==> src/sv/mcam_pkg.sv <==
package mcam_pkg;

  localparam int FIELD_BITS = 32;

  localparam logic [2:0] OP_RD_FIRST  = 3'd0;
  localparam logic [2:0] OP_RD_SECOND = 3'd1;
  localparam logic [2:0] OP_RD_VALUE  = 3'd2;
  localparam logic [2:0] OP_WR_FIRST  = 3'd3;
  localparam logic [2:0] OP_WR_SECOND = 3'd4;
  localparam logic [2:0] OP_WR_VALUE  = 3'd5;
  localparam logic [2:0] OP_LOOKUP    = 3'd6;

  typedef struct packed {
    logic [2:0]            op;
    logic [31:0]           row_base;
    logic signed [11:0]    row_offset;
    logic [31:0]           key_first;
    logic [31:0]           key_second;
    logic [31:0]           store_value;
    logic [4:0]            ignore_bits;
  } mcam_in_t;

  typedef struct packed {
    logic [31:0] read_data;
    logic        hit;
    logic        index_error;
  } mcam_out_t;

  typedef enum logic [2:0] {
    ST_CLEAR,
    ST_IDLE,
    ST_DECODE,
    ST_READ,
    ST_SCAN
  } mcam_state_t;

  typedef enum logic [1:0] {
    RD_ROW,
    RD_FIRST,
    RD_NEXT
  } mcam_rd_src_t;

  typedef enum logic [1:0] {
    RES_PLAIN,
    RES_READ,
    RES_HIT
  } mcam_res_t;

  typedef struct packed {
    logic         clr_en;
    logic         capture;
    logic         wr_en;
    logic         rd_en;
    mcam_rd_src_t rd_src;
    logic         load_out;
    mcam_res_t    res_sel;
  } mcam_cmd_t;

  typedef struct packed {
    logic is_lookup;
    logic is_read;
    logic in_range;
    logic match;
    logic scan_last;
    logic clr_last;
    logic out_free;
  } mcam_stat_t;

endpackage

==> src/sv/mcam_ctrl.sv <==
module mcam_ctrl
  import mcam_pkg::*;
(
  input  logic       clk,
  input  logic       rst_n,
  input  logic       in_valid,
  output logic       in_ready,
  input  mcam_stat_t stat,
  output mcam_cmd_t  cmd
);

  mcam_state_t state_r;
  mcam_state_t state_nxt;

  always_ff @(posedge clk) begin
    if (!rst_n) begin
      state_r <= ST_CLEAR;
    end else begin
      state_r <= state_nxt;
    end
  end

  always_comb begin
    state_nxt = state_r;
    unique case (state_r)
      ST_CLEAR: begin
        if (stat.clr_last) begin
          state_nxt = ST_IDLE;
        end
      end
      ST_IDLE: begin
        if (in_valid) begin
          state_nxt = ST_DECODE;
        end
      end
      ST_DECODE: begin
        priority if (stat.is_lookup) begin
          state_nxt = ST_SCAN;
        end else if (stat.is_read && stat.in_range) begin
          state_nxt = ST_READ;
        end else begin
          if (stat.out_free) begin
            state_nxt = ST_IDLE;
          end
        end
      end
      ST_READ: begin
        if (stat.out_free) begin
          state_nxt = ST_IDLE;
        end
      end
      ST_SCAN: begin
        if ((stat.match || stat.scan_last) && stat.out_free) begin
          state_nxt = ST_IDLE;
        end
      end
      default: state_nxt = ST_CLEAR;
    endcase
  end

  always_comb begin
    in_ready       = 1'b0;
    cmd.clr_en     = 1'b0;
    cmd.capture    = 1'b0;
    cmd.wr_en      = 1'b0;
    cmd.rd_en      = 1'b0;
    cmd.rd_src     = RD_ROW;
    cmd.load_out   = 1'b0;
    cmd.res_sel    = RES_PLAIN;
    unique case (state_r)
      ST_CLEAR: begin
        cmd.clr_en = 1'b1;
      end
      ST_IDLE: begin
        in_ready    = 1'b1;
        cmd.capture = in_valid;
      end
      ST_DECODE: begin
        priority if (stat.is_lookup) begin
          cmd.rd_en  = 1'b1;
          cmd.rd_src = RD_FIRST;
        end else if (stat.is_read && stat.in_range) begin
          cmd.rd_en  = 1'b1;
          cmd.rd_src = RD_ROW;
        end else begin
          cmd.wr_en    = stat.out_free;
          cmd.load_out = stat.out_free;
          cmd.res_sel  = RES_PLAIN;
        end
      end
      ST_READ: begin
        if (stat.out_free) begin
          cmd.load_out = 1'b1;
          cmd.res_sel  = RES_READ;
        end
      end
      ST_SCAN: begin
        priority if (stat.match) begin
          cmd.load_out = stat.out_free;
          cmd.res_sel  = RES_HIT;
        end else if (stat.scan_last) begin
          cmd.load_out = stat.out_free;
          cmd.res_sel  = RES_PLAIN;
        end else begin
          cmd.rd_en  = 1'b1;
          cmd.rd_src = RD_NEXT;
        end
      end
      default: begin
        cmd.clr_en = 1'b0;
      end
    endcase
  end

endmodule

==> config.mk <==
export PLATFORM = sky130hd
export DESIGN_NAME = mcam_ctrl
export DESIGN_NICKNAME = d
export VERILOG_FILES = /design/src/sv/mcam_pkg.sv /design/src/sv/mcam_ctrl.sv
export SDC_FILE = /design/constraint.sdc
export NUM_CORES = 1
export LEC_CHECK = 0
export ABC_AREA = 0
export BUFFER_PORTS_ARGS = -buffer_cell sky130_fd_sc_hd__buf_2
export CORE_AREA = 4 4 41 43
export DETAILED_ROUTE_END_ITERATION = 10
export DIE_AREA = 0 0 45 47
export PLACE_DENSITY = 0.56
export SYNTH_ARGS = -nofsm -noshare
export SYNTH_HDL_FRONTEND = slang
export SYNTH_SLANG_ARGS = --single-unit
==> constraint.sdc <==
create_clock -name clk -period 4.1 [get_ports clk]
set_clock_uncertainty 0.05 [all_clocks]
set_input_delay 0.41 -clock clk [delete_from_list [all_inputs] [get_ports clk]]
set_output_delay 0.41 -clock clk [all_outputs]
set_load 0.005 [all_outputs]
==> results.env <==
STATUS='finished, final reports clean'
SYNTH-EDFF-COUNT=0
TRITONCTS='done'
YS.FLOP_TYPE='sky130_fd_sc_hd__dfxtp_1'
SYNTH_XOR_XNOR_AREA_SHARE_PCT=0
SYNTH-ASYNC-RESET-RATIO_PCT=0
IR_WORST_VDD_mV=0.09678
GRT_START_MAX_NET_PINS=13
TOP_CELLS_BY_AREA_SYNTH='sky130_fd_sc_hd__dfxtp_1 (19%), sky130_fd_sc_hd__a21oi_1 (6.2%), sky130_fd_sc_hd__nor3_1 (6.2%), sky130_fd_sc_hd__and2_1 (5.8%), sky130_fd_sc_hd__o21ai_0 (4.7%)'
DRTITER0DRC=7
DETAIL_ROUTE.DRC_VIOLATIONS=0
WORSTSETUPPATHDEPTH=4
POWER_FRAC_SEQ_PCT=30.6
TIGHTEST_SLEW_NS=0.3792
PIN_COUNT=20
POST_CTS.RESIZED_INSTANCES=0
NETLIST_INSTANCES=43
HPWLAFTERDP_UM=690.3
FINAL-HOLD-VIOLATION-COUNT=0
SYNTH_LARGEST_AREA_CELL='sky130_fd_sc_hd__dfxtp_1'
ANTENNA-DIODE-COUNT=0
DETAILROUTE.VIA_COUNT=377
CELLINTERNALPOWER_W=0.00009029
PLACEMENT_ROWS=13
SWITCHING_SHARE_PCT=32.90
SYNTHESIS.AREA_UM2=321.6
DR.PASS1.ITERS=4
WORSTSETUPENDPOINTTYPE='output port'
MAPPED_NETS=53
SIMPLE_GATE_SHARE_OF_THE_SYNTHESIZED_AREA_PCT=37.74
TIMING.FINAL.SETUP_VIOLATIONS=0
FILLCELLCOUNT=151
PORTION_OF_THE_CLOCK_CYCLE_CONSUMED_BY_THE_WORST_PATH_IN_THE_FINAL_LAYOUT_PCT=50.47
TIMING_WORST_SETUP_PATH_TYPE='reg -> out'
NUMBER_OF_PINS_EXCEEDING_THEIR_MAX_SLEW_LIMIT_IN_THE_FINAL_REPORT=0
TIMING.MAX_SLEW.REL_SLACK_PCT=74.45
DIE_AREA_UM2=2115
DRIVE_GT1_SHARE_PCT=44.44
CTS-BUFFERS-INSERTED=3
GRT_FIRST_PASS_WIRELENGTH_MM=1.407
YS_TYPES=24
MUXSHAREOFSYNTHAREA_PCT=3.502
SYN2LAYOUT_AREA_GROWTH_PCT=35.41
PERIOD_NEEDED_NS=2.069
SYNTH_COMPOUND_GATE_AREA_SHARE_PCT=28.40
LARGEST_REGISTER_FFS=3
REGAREA_UM2=60.06
NET-SWITCHING-POWER_W=0.00004427
CRITICAL_PATH.MAX_STAGE_DELAY_NS=0.51
FINALCOREUTILIZATION_PCT=33.46
POST_SYNTH_MOST_FREQUENT_CELLS='sky130_fd_sc_hd__a21oi_1 (4), sky130_fd_sc_hd__nor3_1 (4)'
LARGEST_REGISTERS='state_r x3'
TIMING.HOLD.WORST.CLASS='in -> reg'
REQUIRED_NS=3.64
SYNTH.FF_LATCH_COUNT=3
MULTI_INPUT_AREA_UM2=224.0
CP.BUFFERS_INVERTERS=1
CP_DATA_ARRIVAL_TIME_NS=1.61
SYNTH_TOP_FAMILY_BY_AREA='simple AND/OR/NAND/NOR gates'
BUFS_ON_LONGEST_CLOCK_PATH=2
POWER_DENSITY_nW_PER_UM2=309.0
SYNTH-ADDER-AREA-SHARE_PCT=0
STARTPOINT_TYPE='register'
GLOBAL_ROUTE.USAGE.TOTAL_PCT=9.155
FINALWEIGHTEDCONGESTION=0.7775
AVGSYNTHCELLAREA_UM2=7.478
CTSHTREEMAXLEVEL=1
TOP_REGISTER='state_r'
POST_DR_WIRELENGTH_CELL_UM=11.09
TOTAL_POWER_W=0.0001346
SYNTH_WARNINGS=0
CRITICAL_PATH.TOP_DELAY_FAMILY='simple AND/OR/NAND/NOR gates'
ROUTED_WL_UM=865
CAP_VIOL_MAX_COUNT=0
SYNTH.YOSYS.SEQ_AREA_SHARE_PCT=18.68
TIMING.CRITICAL_PATH.CELLS='or3b_4, nor3_1, o21bai_1, buf_2'
POSTPLACECELLAREA_UM2=409.1
CLOCKROOTBUFFER='sky130_fd_sc_hd__clkbuf_4'
POWER.LEAKAGE_nW=0.2010
WORST_HOLD_PATH.NUM_CELLS=3
FMAX_MHz=483.3
ROUTED_VIA_DENSITY=4.833
POSTCTSSETUPREPAIRBUFS=0
NETS=74
TIMING.CRITICAL_PATH.SLOWEST_STAGE_CELL='sky130_fd_sc_hd__dfxtp_1'
CTS.SINK_COUNT=3
CLKPWRFRAC_PCT=38.1
DESIGN_AREA_UM2=435.4
DIE_HEIGHT_UM=47
COREAREA_UM2=1301
CELL_DEPTH_OF_THE_WORST_FLOP_TO_FLOP_PATH=4
WORSTSKEWPAIRLATENCY_NS=0.23
TOTALNEGATIVESETUPSLACK_NS=0
SYNTH_TOP_AREA_SHARE_PCT=18.68
CRIT_PATH_MAX_FANOUT=11
HOLDBUFCOUNTCTS=0
SHARE_COMB_OF_TOTAL_POWER_PCT=31.3
CLK_PIN_SLEW_WORST_PATHS_NS=0.04
ANTENNA_FOUND_INITIAL=0
GRT.OVERFLOW.TOTAL=0
INITIAL_UTILIZATION_PCT=24.71
DIE_W_UM=45
RSZ0062_AT_GRT='false'
IO_BUFFER_COUNT=19
FIRST_GLOBAL_VIAS=342
DETAIL-ROUTE-ANTENNA-NETS=0
path summary, 6_finish.rpt:
kind | startpoint | to | slack [ns]
worst min register to register | state_r[2] | state_r[1] | 0.61
worst max-delay path | state_r[2] | cmd[5] | 2.03
worst max register to register | state_r[2] | state_r[1] | 2.54
worst min-delay path | rst_n | state_r[2] | 0.40
routing by layer:
metal | share of wire, % | track usage, % | wire [um]
met1 | 45 | 10.66 | 385
met2 | 52 | 14.97 | 448
met3 | 3.5 | 1.533 | 30
met4 | 0 | 7.018 | 0
met5 | 0 | 0 | 0
worst reg2reg max path, delay by kind of cell, from the launching register on:
family	cells	cell delay, ns
AOI/OAI and AO/OA	1	0.08
DFF	1	0.51
and+or+nand+nor	3	0.83
through the flow:
step | setup WS [ns] | hold WS, ns | std cells
6_report | 2.031 | 0.4031 | 78
5_1_grt | 1.907 | 0.4105 | 78
4_1_cts | 2.016 | 0.3917 | 78
3_5_place_dp | 2.274 | 0.6051 | 74
3_3_place_gp | 2.311 | 0.5901 | 74
2_1_floorplan | 2.482 | 0.4865 | 43
layout by cell type, fill, tap and decap left out, types with 3 or more instances in the layout:
cell,Yosys,final
sky130_fd_sc_hd__and2_1,3,3
sky130_fd_sc_hd__buf_2,0,19
sky130_fd_sc_hd__o21ai_0,3,3
sky130_fd_sc_hd__clkbuf_4,0,3
sky130_fd_sc_hd__inv_1,3,3
sky130_fd_sc_hd__a21oi_1,4,4
sky130_fd_sc_hd__dfxtp_1,3,3
sky130_fd_sc_hd__nor3_1,4,4
area by class of cell:
cell class	instances	area share, %
Clock buffer	4	6.034
Inverter	3	2.586
Sequential cell	3	13.79
Tap cell	15	4.310
Multi-Input combinational cell	34	51.44
Timing Repair Buffer	19	21.84
cells by family after synthesis:
logic type / Yosys count
muxes: 1
and+or+nand+nor: 19
AOI/OAI and AO/OA: 14
buffers and inverters: 6
DFF: 3
power by group through the flow:
stage	sequential, W	combinational, W	clock [W]
after global placement	0.0000413	0.0000427	0
after global routing	0.0000418	0.0000484	0.0000552
after floorplan	0.0000345	0.0000359	0
final	0.0000412	0.0000421	0.0000513
after CTS	0.0000411	0.0000426	0.0000533
after detailed placement	0.0000415	0.0000423	0
Note: power is estimated with default switching activity, not from simulation.
